`config.mk`:
```
export PLATFORM = sky130hd
export DESIGN_NAME = heartbeat_quorum_monitor_top
export DESIGN_NICKNAME = d
export VERILOG_FILES = /design/src/rtl/core/hqm_pkg.sv /design/src/rtl/core/hqm_stamp_ram.sv /design/src/rtl/core/hqm_scan.sv /design/src/rtl/core/heartbeat_quorum_monitor_top.sv
export SDC_FILE = /design/constraint.sdc
export NUM_CORES = 1
export LEC_CHECK = 0
export BUFFER_PORTS_ARGS = -buffer_cell sky130_fd_sc_hd__clkbuf_2
export CAP_MARGIN = 20
export CORE_AREA = 10 10 250 252
export CTS_CLUSTER_DIAMETER = 30
export DETAILED_ROUTE_END_ITERATION = 10
export DIE_AREA = 0 0 260 262
export GPL_TIMING_DRIVEN = 0
export PLACE_DENSITY = 0.77
export SYNTH_ARGS = -nofsm -noshare
export SYNTH_HDL_FRONTEND = slang
export SYNTH_SLANG_ARGS = --single-unit
```
`constraint.sdc`:
```
create_clock -name clk -period 12.5 [get_ports clk]
set_input_delay 3.75 -clock clk [delete_from_list [all_inputs] [get_ports clk]]
set_output_delay 3.75 -clock clk [all_outputs]
set_load 0.03 [all_outputs]
```
`src/rtl/core/hqm_pkg.sv`:
```
package hqm_pkg;

  localparam int MAX_NODES_DEF = 16;

  localparam int NODE_W     = 4;
  localparam int MASK_W     = 16;
  localparam int TIMEOUT_W  = 16;
  localparam int COUNT_W    = 5;
  localparam int CMD_W      = 3;
  localparam int CFG_IDX_W  = 3;
  localparam int CFG_DATA_W = 16;
  localparam int TICK_W     = 32;

  localparam logic [TIMEOUT_W-1:0] LIVE_TIMEOUT_RST    = 16'd5000;
  localparam logic [TIMEOUT_W-1:0] SUSPECT_TIMEOUT_RST = 16'd4000;

  typedef enum logic [CMD_W-1:0] {
    CMD_HEARTBEAT = 3'd0,
    CMD_TICK      = 3'd1,
    CMD_LOAD_VIEW = 3'd2,
    CMD_FORGET    = 3'd3,
    CMD_EVALUATE  = 3'd4
  } cmd_t;

  typedef enum logic [CFG_IDX_W-1:0] {
    REG_NODE_COUNT      = 3'd0,
    REG_SELF_NODE       = 3'd1,
    REG_LIVE_TIMEOUT    = 3'd2,
    REG_SUSPECT_TIMEOUT = 3'd3,
    REG_TWO_NODE_ARB    = 3'd4
  } cfg_reg_t;

  typedef enum logic [1:0] {
    ST_IDLE,
    ST_SCAN,
    ST_FINISH
  } state_t;

  typedef struct packed {
    logic clear;
    logic step;
  } scan_ctl_t;

endpackage

```
`src/rtl/core/hqm_stamp_ram.sv`:
```
module hqm_stamp_ram import hqm_pkg::*; #(
  parameter int DEPTH = MAX_NODES_DEF,
  localparam int AW = (DEPTH > 1) ? $clog2(DEPTH) : 1
) (
  input  logic              clk,
  input  logic              rst_n,
  input  logic              wr_en,
  input  logic              wr_clear,
  input  logic [AW-1:0]     wr_addr,
  input  logic [TICK_W-1:0] wr_data,
  input  logic              rd_en,
  input  logic [AW-1:0]     rd_addr,
  output logic [TICK_W-1:0] rd_data
);

  logic [TICK_W-1:0] mem [DEPTH];
  logic [DEPTH-1:0]  valid_r;
  logic [TICK_W-1:0] rdata_r;
  logic              rvalid_r;

  always_ff @(posedge clk) begin
    if (wr_en && !wr_clear) begin
      mem[wr_addr] <= wr_data;
    end
    if (rd_en) begin
      rdata_r  <= mem[rd_addr];
      rvalid_r <= valid_r[rd_addr];
    end
  end

  // An entry never stamped, or forgotten, reads as zero.
  always_ff @(posedge clk) begin
    if (!rst_n) begin
      valid_r <= '0;
    end else if (wr_en) begin
      valid_r[wr_addr] <= !wr_clear;
    end
  end

  assign rd_data = rvalid_r ? rdata_r : '0;

endmodule

```
`src/rtl/core/hqm_scan.sv`:
```
module hqm_scan import hqm_pkg::*; #(
  parameter int MAX_NODES = MAX_NODES_DEF,
  localparam int CW = $clog2(MAX_NODES + 1)
) (
  input  logic                 clk,
  input  scan_ctl_t            ctl,
  input  logic [TICK_W-1:0]    stamp,
  input  logic [TICK_W-1:0]    now,
  input  logic [NODE_W-1:0]    self_node,
  input  logic [TIMEOUT_W-1:0] live_timeout,
  input  logic [TIMEOUT_W-1:0] suspect_timeout,
  input  logic [MAX_NODES-1:0] view,
  output logic [MAX_NODES-1:0] live,
  output logic [MAX_NODES-1:0] suspect,
  output logic [MAX_NODES-1:0] used,
  output logic [CW-1:0]        live_count,
  output logic [COUNT_W-1:0]   view_count,
  output logic [NODE_W-1:0]    lead
);

  logic [MAX_NODES-1:0] bit_r;
  logic [CW-1:0]        idx_r;
  logic [MAX_NODES-1:0] live_r;
  logic [MAX_NODES-1:0] suspect_r;
  logic [MAX_NODES-1:0] used_r;
  logic [CW-1:0]        live_count_r;
  logic [COUNT_W-1:0]   view_count_r;
  logic [NODE_W-1:0]    lead_r;
  logic                 found_r;

  logic [TICK_W-1:0] age;
  logic              is_self;
  logic              live_hit;
  logic              dead;
  logic              view_hit;

  // The single age unit: one subtract and two compares per visited node.
  always_comb begin
    age      = now - stamp;
    is_self  = (32'(idx_r) == 32'(self_node));
    live_hit = is_self || (age < TICK_W'(live_timeout));
    dead     = (age > TICK_W'(suspect_timeout));
    view_hit = |(bit_r & view);
  end

  always_ff @(posedge clk) begin
    if (ctl.clear) begin
      bit_r        <= MAX_NODES'(1);
      idx_r        <= '0;
      live_r       <= '0;
      suspect_r    <= '0;
      used_r       <= '0;
      live_count_r <= '0;
      view_count_r <= '0;
      lead_r       <= '0;
      found_r      <= 1'b0;
    end else if (ctl.step) begin
      bit_r  <= bit_r << 1;
      idx_r  <= idx_r + CW'(1);
      used_r <= used_r | bit_r;
      if (live_hit) begin
        live_r       <= live_r | bit_r;
        live_count_r <= live_count_r + CW'(1);
      end
      if (!is_self && dead) begin
        suspect_r <= suspect_r | bit_r;
      end
      if (view_hit) begin
        view_count_r <= view_count_r + COUNT_W'(1);
        if (!found_r && !dead) begin
          found_r <= 1'b1;
          lead_r  <= NODE_W'(idx_r);
        end
      end
    end
  end

  assign live       = live_r;
  assign suspect    = suspect_r;
  assign used       = used_r;
  assign live_count = live_count_r;
  assign view_count = view_count_r;
  assign lead       = lead_r;

endmodule

```
`src/rtl/core/heartbeat_quorum_monitor_top.sv`:
```
// Heartbeat, tick, load view and forget requests complete in the cycle they are accepted.
// Evaluate visits one node per cycle in the scan state, up to n, the clamped node count;
// the finish state then registers the result strobe; busy is high in both states. The
// stamp memory read port and the shared age unit set the rate. Results cannot be stalled.
// Synchronous active-low reset does not clear stamp data, scan state or result fields.
module heartbeat_quorum_monitor_top import hqm_pkg::*; #(
  parameter int MAX_NODES = MAX_NODES_DEF
) (
  input  logic                  clk,
  input  logic                  rst_n,
  input  logic                  start,
  output logic                  busy,
  input  logic [CMD_W-1:0]      in_command,
  input  logic [NODE_W-1:0]     in_node_index,
  input  logic [MASK_W-1:0]     in_view_mask,
  input  logic                  cfg_valid,
  output logic                  cfg_ready,
  input  logic [CFG_IDX_W-1:0]  cfg_index,
  input  logic [CFG_DATA_W-1:0] cfg_data,
  output logic                  out_valid,
  output logic [MASK_W-1:0]     out_live_mask,
  output logic [MASK_W-1:0]     out_suspect_mask,
  output logic [NODE_W-1:0]     out_leader_index,
  output logic                  out_is_leader,
  output logic                  out_has_quorum,
  output logic [COUNT_W-1:0]    out_view_count,
  output logic                  out_send_view,
  output logic                  out_deliver_view
);

  localparam int AW = (MAX_NODES > 1) ? $clog2(MAX_NODES) : 1;
  localparam int CW = $clog2(MAX_NODES + 1);

  logic [COUNT_W-1:0]   node_count_r;
  logic [NODE_W-1:0]    self_node_r;
  logic [TIMEOUT_W-1:0] live_timeout_r;
  logic [TIMEOUT_W-1:0] suspect_timeout_r;
  logic                 arbiter_r;

  logic [TICK_W-1:0]    now_r;
  logic [MASK_W-1:0]    global_view_r;
  logic [MAX_NODES-1:0] local_view_r;
  logic                 send_pending_r;
  logic                 deliver_pending_r;

  state_t         state_r;
  state_t         state_nxt;
  logic [CW-1:0]  cnt_r;
  logic [CW-1:0]  cnt_nxt;
  logic           step_r;

  logic           accept;
  cmd_t           cmd;
  logic [CW-1:0]  n_used;
  logic           idx_in_range;
  logic           wr_en;
  logic           wr_clear;
  logic           rd_en;
  logic [TICK_W-1:0] stamp;
  scan_ctl_t      scan_ctl;

  logic [MAX_NODES-1:0] view_ext;
  logic [MAX_NODES-1:0] live;
  logic [MAX_NODES-1:0] suspect;
  logic [MAX_NODES-1:0] used;
  logic [CW-1:0]        live_count;
  logic [COUNT_W-1:0]   view_count;
  logic [NODE_W-1:0]    lead;

  logic fin_quorum;
  logic fin_is_leader;
  logic fin_send_pending;
  logic fin_send;
  logic fin_local_change;
  logic fin_deliver;

  assign cfg_ready = 1'b1;
  assign busy      = (state_r != ST_IDLE);
  assign accept    = start && !busy;
  assign cmd       = cmd_t'(in_command);

  assign n_used = (32'(node_count_r) > MAX_NODES) ? CW'(MAX_NODES) : CW'(node_count_r);
  assign idx_in_range = (32'(in_node_index) < 32'(n_used));
  assign view_ext = MAX_NODES'(global_view_r);

  always_ff @(posedge clk) begin
    if (!rst_n) begin
      node_count_r      <= '0;
      self_node_r       <= '0;
      live_timeout_r    <= LIVE_TIMEOUT_RST;
      suspect_timeout_r <= SUSPECT_TIMEOUT_RST;
      arbiter_r         <= 1'b0;
    end else if (cfg_valid && cfg_ready) begin
      unique case (cfg_reg_t'(cfg_index))
        REG_NODE_COUNT:      node_count_r      <= cfg_data[COUNT_W-1:0];
        REG_SELF_NODE:       self_node_r       <= cfg_data[NODE_W-1:0];
        REG_LIVE_TIMEOUT:    live_timeout_r    <= cfg_data[TIMEOUT_W-1:0];
        REG_SUSPECT_TIMEOUT: suspect_timeout_r <= cfg_data[TIMEOUT_W-1:0];
        REG_TWO_NODE_ARB:    arbiter_r         <= cfg_data[0];
        default: begin
        end
      endcase
    end
  end

  always_comb begin
    wr_en    = 1'b0;
    wr_clear = 1'b0;
    if (accept && idx_in_range) begin
      if (cmd == CMD_HEARTBEAT) begin
        wr_en = 1'b1;
      end else if (cmd == CMD_FORGET) begin
        wr_en    = 1'b1;
        wr_clear = 1'b1;
      end
    end
  end

  always_comb begin
    state_nxt = state_r;
    cnt_nxt   = cnt_r;
    unique case (state_r)
      ST_IDLE: begin
        if (accept && cmd == CMD_EVALUATE) begin
          state_nxt = ST_SCAN;
          cnt_nxt   = '0;
        end
      end
      ST_SCAN: begin
        if (cnt_r == n_used) begin
          state_nxt = ST_FINISH;
        end else begin
          cnt_nxt = cnt_r + CW'(1);
        end
      end
      ST_FINISH: begin
        state_nxt = ST_IDLE;
      end
      default: begin
        state_nxt = ST_IDLE;
      end
    endcase
  end

  always_comb begin
    rd_en          = (state_r == ST_SCAN) && (cnt_r < n_used);
    scan_ctl.clear = accept && (cmd == CMD_EVALUATE);
    scan_ctl.step  = step_r;
  end

  always_ff @(posedge clk) begin
    if (!rst_n) begin
      state_r <= ST_IDLE;
      cnt_r   <= '0;
      step_r  <= 1'b0;
    end else begin
      state_r <= state_nxt;
      cnt_r   <= cnt_nxt;
      step_r  <= rd_en;
    end
  end

  hqm_stamp_ram #(
    .DEPTH (MAX_NODES)
  ) u_stamp_ram (
    .clk      (clk),
    .rst_n    (rst_n),
    .wr_en    (wr_en),
    .wr_clear (wr_clear),
    .wr_addr  (AW'(in_node_index)),
    .wr_data  (now_r),
    .rd_en    (rd_en),
    .rd_addr  (cnt_r[AW-1:0]),
    .rd_data  (stamp)
  );

  hqm_scan #(
    .MAX_NODES (MAX_NODES)
  ) u_scan (
    .clk             (clk),
    .ctl             (scan_ctl),
    .stamp           (stamp),
    .now             (now_r),
    .self_node       (self_node_r),
    .live_timeout    (live_timeout_r),
    .suspect_timeout (suspect_timeout_r),
    .view            (view_ext),
    .live            (live),
    .suspect         (suspect),
    .used            (used),
    .live_count      (live_count),
    .view_count      (view_count),
    .lead            (lead)
  );

  always_comb begin
    fin_quorum = (n_used != '0) &&
                 ((live_count > (n_used >> 1)) || (arbiter_r && (32'(n_used) == 2)));
    fin_is_leader    = (lead == self_node_r);
    fin_send_pending = send_pending_r || ((view_ext & used) != live);
    fin_send         = fin_send_pending && fin_is_leader && fin_quorum;
    fin_local_change = ((local_view_r & used) != live);
    fin_deliver      = deliver_pending_r || fin_local_change;
  end

  always_ff @(posedge clk) begin
    if (!rst_n) begin
      now_r             <= '0;
      global_view_r     <= '0;
      local_view_r      <= '0;
      send_pending_r    <= 1'b1;
      deliver_pending_r <= 1'b1;
      out_valid         <= 1'b0;
    end else begin
      out_valid <= (state_r == ST_FINISH);
      if (accept && cmd == CMD_TICK) begin
        now_r <= now_r + TICK_W'(1);
      end
      if (accept && cmd == CMD_LOAD_VIEW) begin
        global_view_r <= in_view_mask;
      end
      if (state_r == ST_FINISH) begin
        send_pending_r    <= fin_send_pending && !fin_send;
        deliver_pending_r <= 1'b0;
        local_view_r      <= (local_view_r & ~used) | live;
      end
    end
  end

  always_ff @(posedge clk) begin
    if (state_r == ST_FINISH) begin
      out_live_mask    <= MASK_W'(live);
      out_suspect_mask <= MASK_W'(suspect);
      out_leader_index <= lead;
      out_is_leader    <= fin_is_leader;
      out_has_quorum   <= fin_quorum;
      out_view_count   <= view_count;
      out_send_view    <= fin_send;
      out_deliver_view <= fin_deliver;
    end
  end

endmodule

```
# --- After elaboration in Yosys (flattened, before gate mapping) ---
# Memories as Yosys holds them, arrays and structs flattened. A register that Yosys moved wholly into a read port is not among the register bits.
# Index checks and enable logic that the tools add are counted.
totals:
  output_inout_bits: 48
  reg_bits: 263
  n_memories: 1
  word_cells: 140
  in_bits: 46
  ram_bits: 512
op_classes:
  order_cmp: 9
  n_bitwise: 9
  n_eq_ne: 19
  mux: 20
  addsub: 6
  n_reduce_logical: 43
mem_list:
  columns: ["name", "words", "width", "rd", "rd_ports_with_merged_regs", "write_ports", "line_no", "text"]
  rows:
  - ["u_stamp_ram.mem", 16, 32, 1, 1, 1, "hqm_stamp_ram.sv:16", "logic [TICK_W-1:0] mem [DEPTH];"]
op_table:
  columns: ["op", "count"]
  rows:
  - ["$and A16 B16 Y16", 4]
  - ["$or A16 B16 Y16", 4]
  - ["$add A32 B1 Y32 const B", 1]
  - ["$gt A32 B16 Y1", 1]
  - ["$lt A32 B16 Y1", 1]
  - ["$mux W32", 1]
  - ["$ne A16 B16 Y1", 2]
  - ["$sub A32 B32 Y32", 1]
  - ["$add A5 B1 Y5 const B", 4]
  - ["$reduce_and A2 Y1", 9]
  - ["$bwmux W16", 1]
  - ["$not A16 Y16", 1]
  - ["$reduce_or A16 Y1", 1]
  - ["$logic_and A1 B1 Y1", 15]
  - ["$mux W5", 3]
  - ["$eq A3 B2 Y1 const B", 4]
  - ["$lt A4 B5 Y1 const B", 2]
  - ["$pmux W5 S2", 1]
  - ["$mux W1", 9]
  - ["$eq A3 B1 Y1 const B", 2]
  - ["$eq A3 B3 Y1 const B", 2]
  - ["$logic_not A1 Y1", 6]
  - ["$logic_not A3 Y1", 2]
  - ["$ne A2 B2 Y1 const B", 3]
  - ["other kinds (20)", 26]

# --- Depth between registers and ports, before layout ---
logic_depth:
  ltp_word: 9
  mapped_depth: 22
  mapped_depth_nobuf: 20

# --- Cells and area by module ---
# Synthesis repeated with hierarchy kept, for this count alone.
hier_totals:
  hier_cells: 2436
  hier_area_um2: 34326.7
modules_own_cells:
  columns: ["module", "instances", "seq_area_each_um2", "cells_per_inst", "area_per_inst_um2"]
  rows:
  - ["hqm_stamp_ram", 1, 16686.0, 942, 21356.7]
  - ["heartbeat_quorum_monitor_top", 1, 3693.5, 704, 6790.3]
  - ["hqm_scan", 1, 1681.6, 790, 6179.7]

# --- Worst setup path before layout ---
# No wires, ideal clock.
synth_path:
  kind: "input port to flip-flop"
  startpoint: "in in_node_index[1]"
  endpoint: "mem u_stamp_ram.mem[7][0] (enable)"
  cell_stages: 8
  setup_slack_ns: 5.506
  t_required_ns: 12.077
  setup_ns: 0.423
  arrival_time_ns: 6.572
  path_buffers: 1
  path_cell_list: "ha_1 a21o_1 a21o_1 a21oi_1 o221ai_1 or3_1 clkbuf_1 nor2_1"
synth_between:
  elab_chain_cells: 7
  elab_cells_between_ends: 8
  classes_between: "order compare: 1; mux: 4; reduce/logical: 3"
synth_lines:
  columns: ["item", "line_no", "text"]
  rows:
  - ["start, declared", "heartbeat_quorum_monitor_top.sv:14", "input logic [NODE_W-1:0] in_node_index,"]
  - ["$lt A4 B5 Y1", "heartbeat_quorum_monitor_top.sv:83", "assign idx_in_range = (32'(in_node_index) < 32'(n_used));"]
  - ["$logic_and A1 B1 Y1", "heartbeat_quorum_monitor_top.sv:109", "if (accept && idx_in_range) begin"]
  - ["$mux W1", "heartbeat_quorum_monitor_top.sv:109", null]
  - ["$logic_not A1 Y1", "hqm_stamp_ram.sv:22", "if (wr_en && !wr_clear) begin"]
  - ["$logic_and A1 B1 Y1", "hqm_stamp_ram.sv:22", null]
  - ["$mux W1", "hqm_stamp_ram.sv:22", null]
  - ["$mux W1 (implied by the code)", "hqm_stamp_ram.sv:23", "mem[wr_addr] <= wr_data;"]
  - ["end, declared", "hqm_stamp_ram.sv:16", null]
# Several ways; a longest one is shown, not always the timed one.

# --- Worst setup path in the final report ---
layout_path:
  startpoint: "in in_command[2]"
  endpoint: "reg now_r[31]"
layout_between:
  elab_chain_cells: 2
layout_lines:
  columns: ["item", "line_no", "text"]
  rows:
  - ["start, declared", "heartbeat_quorum_monitor_top.sv:13", "input logic [CMD_W-1:0] in_command,"]
  - ["$eq A3 B1 Y1", "heartbeat_quorum_monitor_top.sv:216", "if (accept && cmd == CMD_TICK) begin"]
  - ["$logic_and A1 B1 Y1", "heartbeat_quorum_monitor_top.sv:216", null]
  - ["end signal, assigned", "heartbeat_quorum_monitor_top.sv:217", "now_r <= now_r + TICK_W'(1);"]
  - ["end, declared", "heartbeat_quorum_monitor_top.sv:40", "logic [TICK_W-1:0] now_r;"]
# Every way passes these cells.
# A chain may end at the register's enable or synchronous reset.

==> qor.csv <==
metric,value,unit
fmax,151,MHz
r2r_setup_slack,6.36,ns
timing.setup.tns,0,ns
cts_made_buffers,138,
syn_area_per_cell,14.9,um2
htreeDepth,4,
synth_warnings,0,
viasPerCell,6.37,
crit_fanout,6,
yosysTopAreaCell,edfxtp_1,
pwr-share-seq,41.7,%
final_hold_viol_count,0,
synth-edff-count,590,
period_minus_slack,6.64,ns
wire_per_inst,26.6,um
ys_seq_area_share,64.7,%
regArea,0.0221,mm2
ant_nets,0,
synthTopCellsByArea,"edfxtp_1, dfxtp_1, mux4_2",
cp_top_family,simple AND/OR/NAND/NOR gates,
worstMarginPinSlew,1.24,ns
io_pins,94,
criticalPathCategory,primary input to register,
internal-power,5490,uW
holdWs,0.440,ns
grt_setup_unrepaired,no,
leakage,0.0131,uW
synth_top_area_share,51.9,%
synth_flop_cell,edfxtp_1,
fin_total_pwr,6960,uW
clock_power_share,56.1,%
cts_buffer_depth,3,
antenna_found_initial,1,
diodes,0,
clockRootBuffer,clkbuf_16,
ys_types,83,
synthMostInstantiatedCell,edfxtp_1,
netlist_area,0.0341,mm2
dp_hpwl,57600,um
core-area,0.0574,mm2
cp_slowest_cell,nor3b_2,
start_kind,primary input,
grt_pass1_wl,138000,um
die_area,0.0681,mm2
drtIter0Drc,2419,
worstPathCellList,"clkbuf_2, or4b_1, nor3b_2, nand4_1, nor2_1, and2_1, and2b_1, and4_1, nand4_1, xnor2_1, and2_1",
endpoint_kind,register,
hp-class,register to register,
die_h,262,um
status,finished clean,
cts_resized,0,
syn_inst,2287,
initial_core_util,59.5,%
power_density,169,mW/mm2
required,13.11,ns
grt_pass1_vias,22224,
max_slew_margin,17.6,%
drive_gt1_share,21.7,%
multi_input_area,0.0115,mm2
place_area,0.0361,mm2
ir_drop,0.000165,V
p_sw,1470,uW
fin_skew,0.0293,ns
gp_congestion,0.946,
setup_violations,0,
final_cell_area,0.0411,mm2
path_clk_slew,0.05,ns
grt.overflow.total,0,
drt-total-wl,91300,um
critPathBufInv,1,
drt_first_pass_iters,6,
rows,88,
syn-num-nets,2415,
cts_setup_buffers,0,
swShare,21.2,%
grtUsageTotal,27.1,%
maxCapViolCount,0,
period_share,53.1,%
hold_buffers,0,
worstPathArrival,7.25,ns
insertion_delay,0.73,ns
port_buffers,91,
postSynth.asyncResetShare,0,%
grt_max_degree,38,
fillers,3528,
areaGrowthSynthToFinish,20.4,%
synthTopCellsByCount,"edfxtp_1, dfxtp_1, nand2_1, mux4_2, nor2_1",
num-nets-final,2677,
drc_errors,0,
maxSlewViolCount,0,
vias,21832,
cts_tree,built,
pwr-share-comb,2.3,%
cts.sinks,807,
cpPeakStageDelay,0.62,ns
ys_seq_elements,807,
die_w,260,um
-- final timing paths --
kind | start | to | depth (start not counted)
hold reg to reg | u_scan.suspect[11]$_SDFFE_PP0P_ | out_suspect_mask[11]$_DFFE_PP_ | 0
setup / recovery | in_command[2] | now_r[31]$_SDFFE_PN0P_ | 11
setup reg to reg | u_stamp_ram.rvalid_r$_DFFE_PP_ | u_scan.suspect[9]$_SDFFE_PP0P_ | 18
hold / removal | u_scan.suspect[11]$_SDFFE_PP0P_ | out_suspect_mask[11]$_DFFE_PP_ | 0
-- metrics by stage --
step	std cells	utilization (%)	setup slack, ns
CTS	3420	71.4	5.96
finish	3429	71.6	5.86
floorplan	2287	-	5.51
detailed placement	3165	62.9	5.27
global placement	3143	61.9	3.41
global route	3429	71.6	5.76
-- area by class of cell --
type                            instances  area share [%]
Buffer                                110            1.09
Multi-Input combinational cell       1319            28.1
Clock buffer                          167            9.08
Clock inverter                         88            2.72
Sequential cell                       807            53.7
Timing Repair Buffer                  122            2.54
Inverter                               51           0.466
Tap cell                              765            2.33
-- layer usage --
layer	vias to the layer above	part of all wire, %	track usage, %
li1	9331	-	-
met1	10962	39	36.5
met2	1319	48	42.7
met3	220	10	6.18
met4	0	2.9	10.0
met5	-	0	0
-- sequential cells by signal, summed over array words and instances (netlist names), 2 cells and up --
signal / flops
now_r: 32
self_node_r: 4
u_stamp_ram.rdata_r: 32
out_view_count: 5
u_stamp_ram.mem: 512
state_r: 2
u_scan.live: 16
global_view_r: 16
out_suspect_mask: 16
u_scan.suspect: 16
suspect_timeout_r: 16
node_count_r: 5
u_scan.used: 16
cnt_r: 5
u_scan.idx_r: 5
local_view_r: 16
u_scan.lead: 4
out_live_mask: 16
u_scan.bit_r: 16
u_stamp_ram.valid_r: 16
live_timeout_r: 16
u_scan.live_count: 5
u_scan.view_count: 5
out_leader_index: 4
-- placed cells by master, fill, tap and decap left out, types with 17 or more instances in the layout --
| cell type | n |
|---|---|
| edfxtp_1 | 590 |
| dfxtp_1 | 217 |
| nand2_1 | 210 |
| mux4_2 | 165 |
| clkbuf_16 | 143 |
| nor2_1 | 109 |
| clkbuf_1 | 102 |
| clkbuf_2 | 92 |
| ha_1 | 81 |
| a21oi_1 | 71 |
| xnor2_1 | 61 |
| nor2b_1 | 59 |
| mux2i_1 | 58 |
| inv_1 | 51 |
| o21ai_0 | 40 |
| and2_1 | 36 |
| nor3_1 | 32 |
| xor2_1 | 32 |
| nand4_1 | 29 |
| a21boi_0 | 29 |
| nand3_1 | 26 |
| a22oi_1 | 25 |
| a21o_1 | 21 |
| o21a_1 | 20 |
| bufinv_16 | 20 |
| o211ai_1 | 17 |
-- logic make-up (layout without fill, tap and decap cells) --
kind of cell    after synthesis  in the layout  synth area share, %
other cells                   1              1               0.0110
fa+ha+maj                    82             82                 3.03
mux                         226            226                 12.7
flops                       807            807                 64.7
simple gates                608            608                 8.90
compound gates              309            309                 6.42
xor+xnor                     93             93                 2.39
buf+inv                     161            538                 1.87
-- power by group through the flow --
stage / registers, uW / clock network (uW) / logic (uW)
after floorplan: 2940 / 0 / 102
final: 2900 / 3900 / 157
after detailed placement: 2950 / 0 / 152
after global routing: 2900 / 4060 / 172
after CTS: 2900 / 3930 / 155
after global placement: 2950 / 0 / 143
Power figures use the tool's default switching activity.
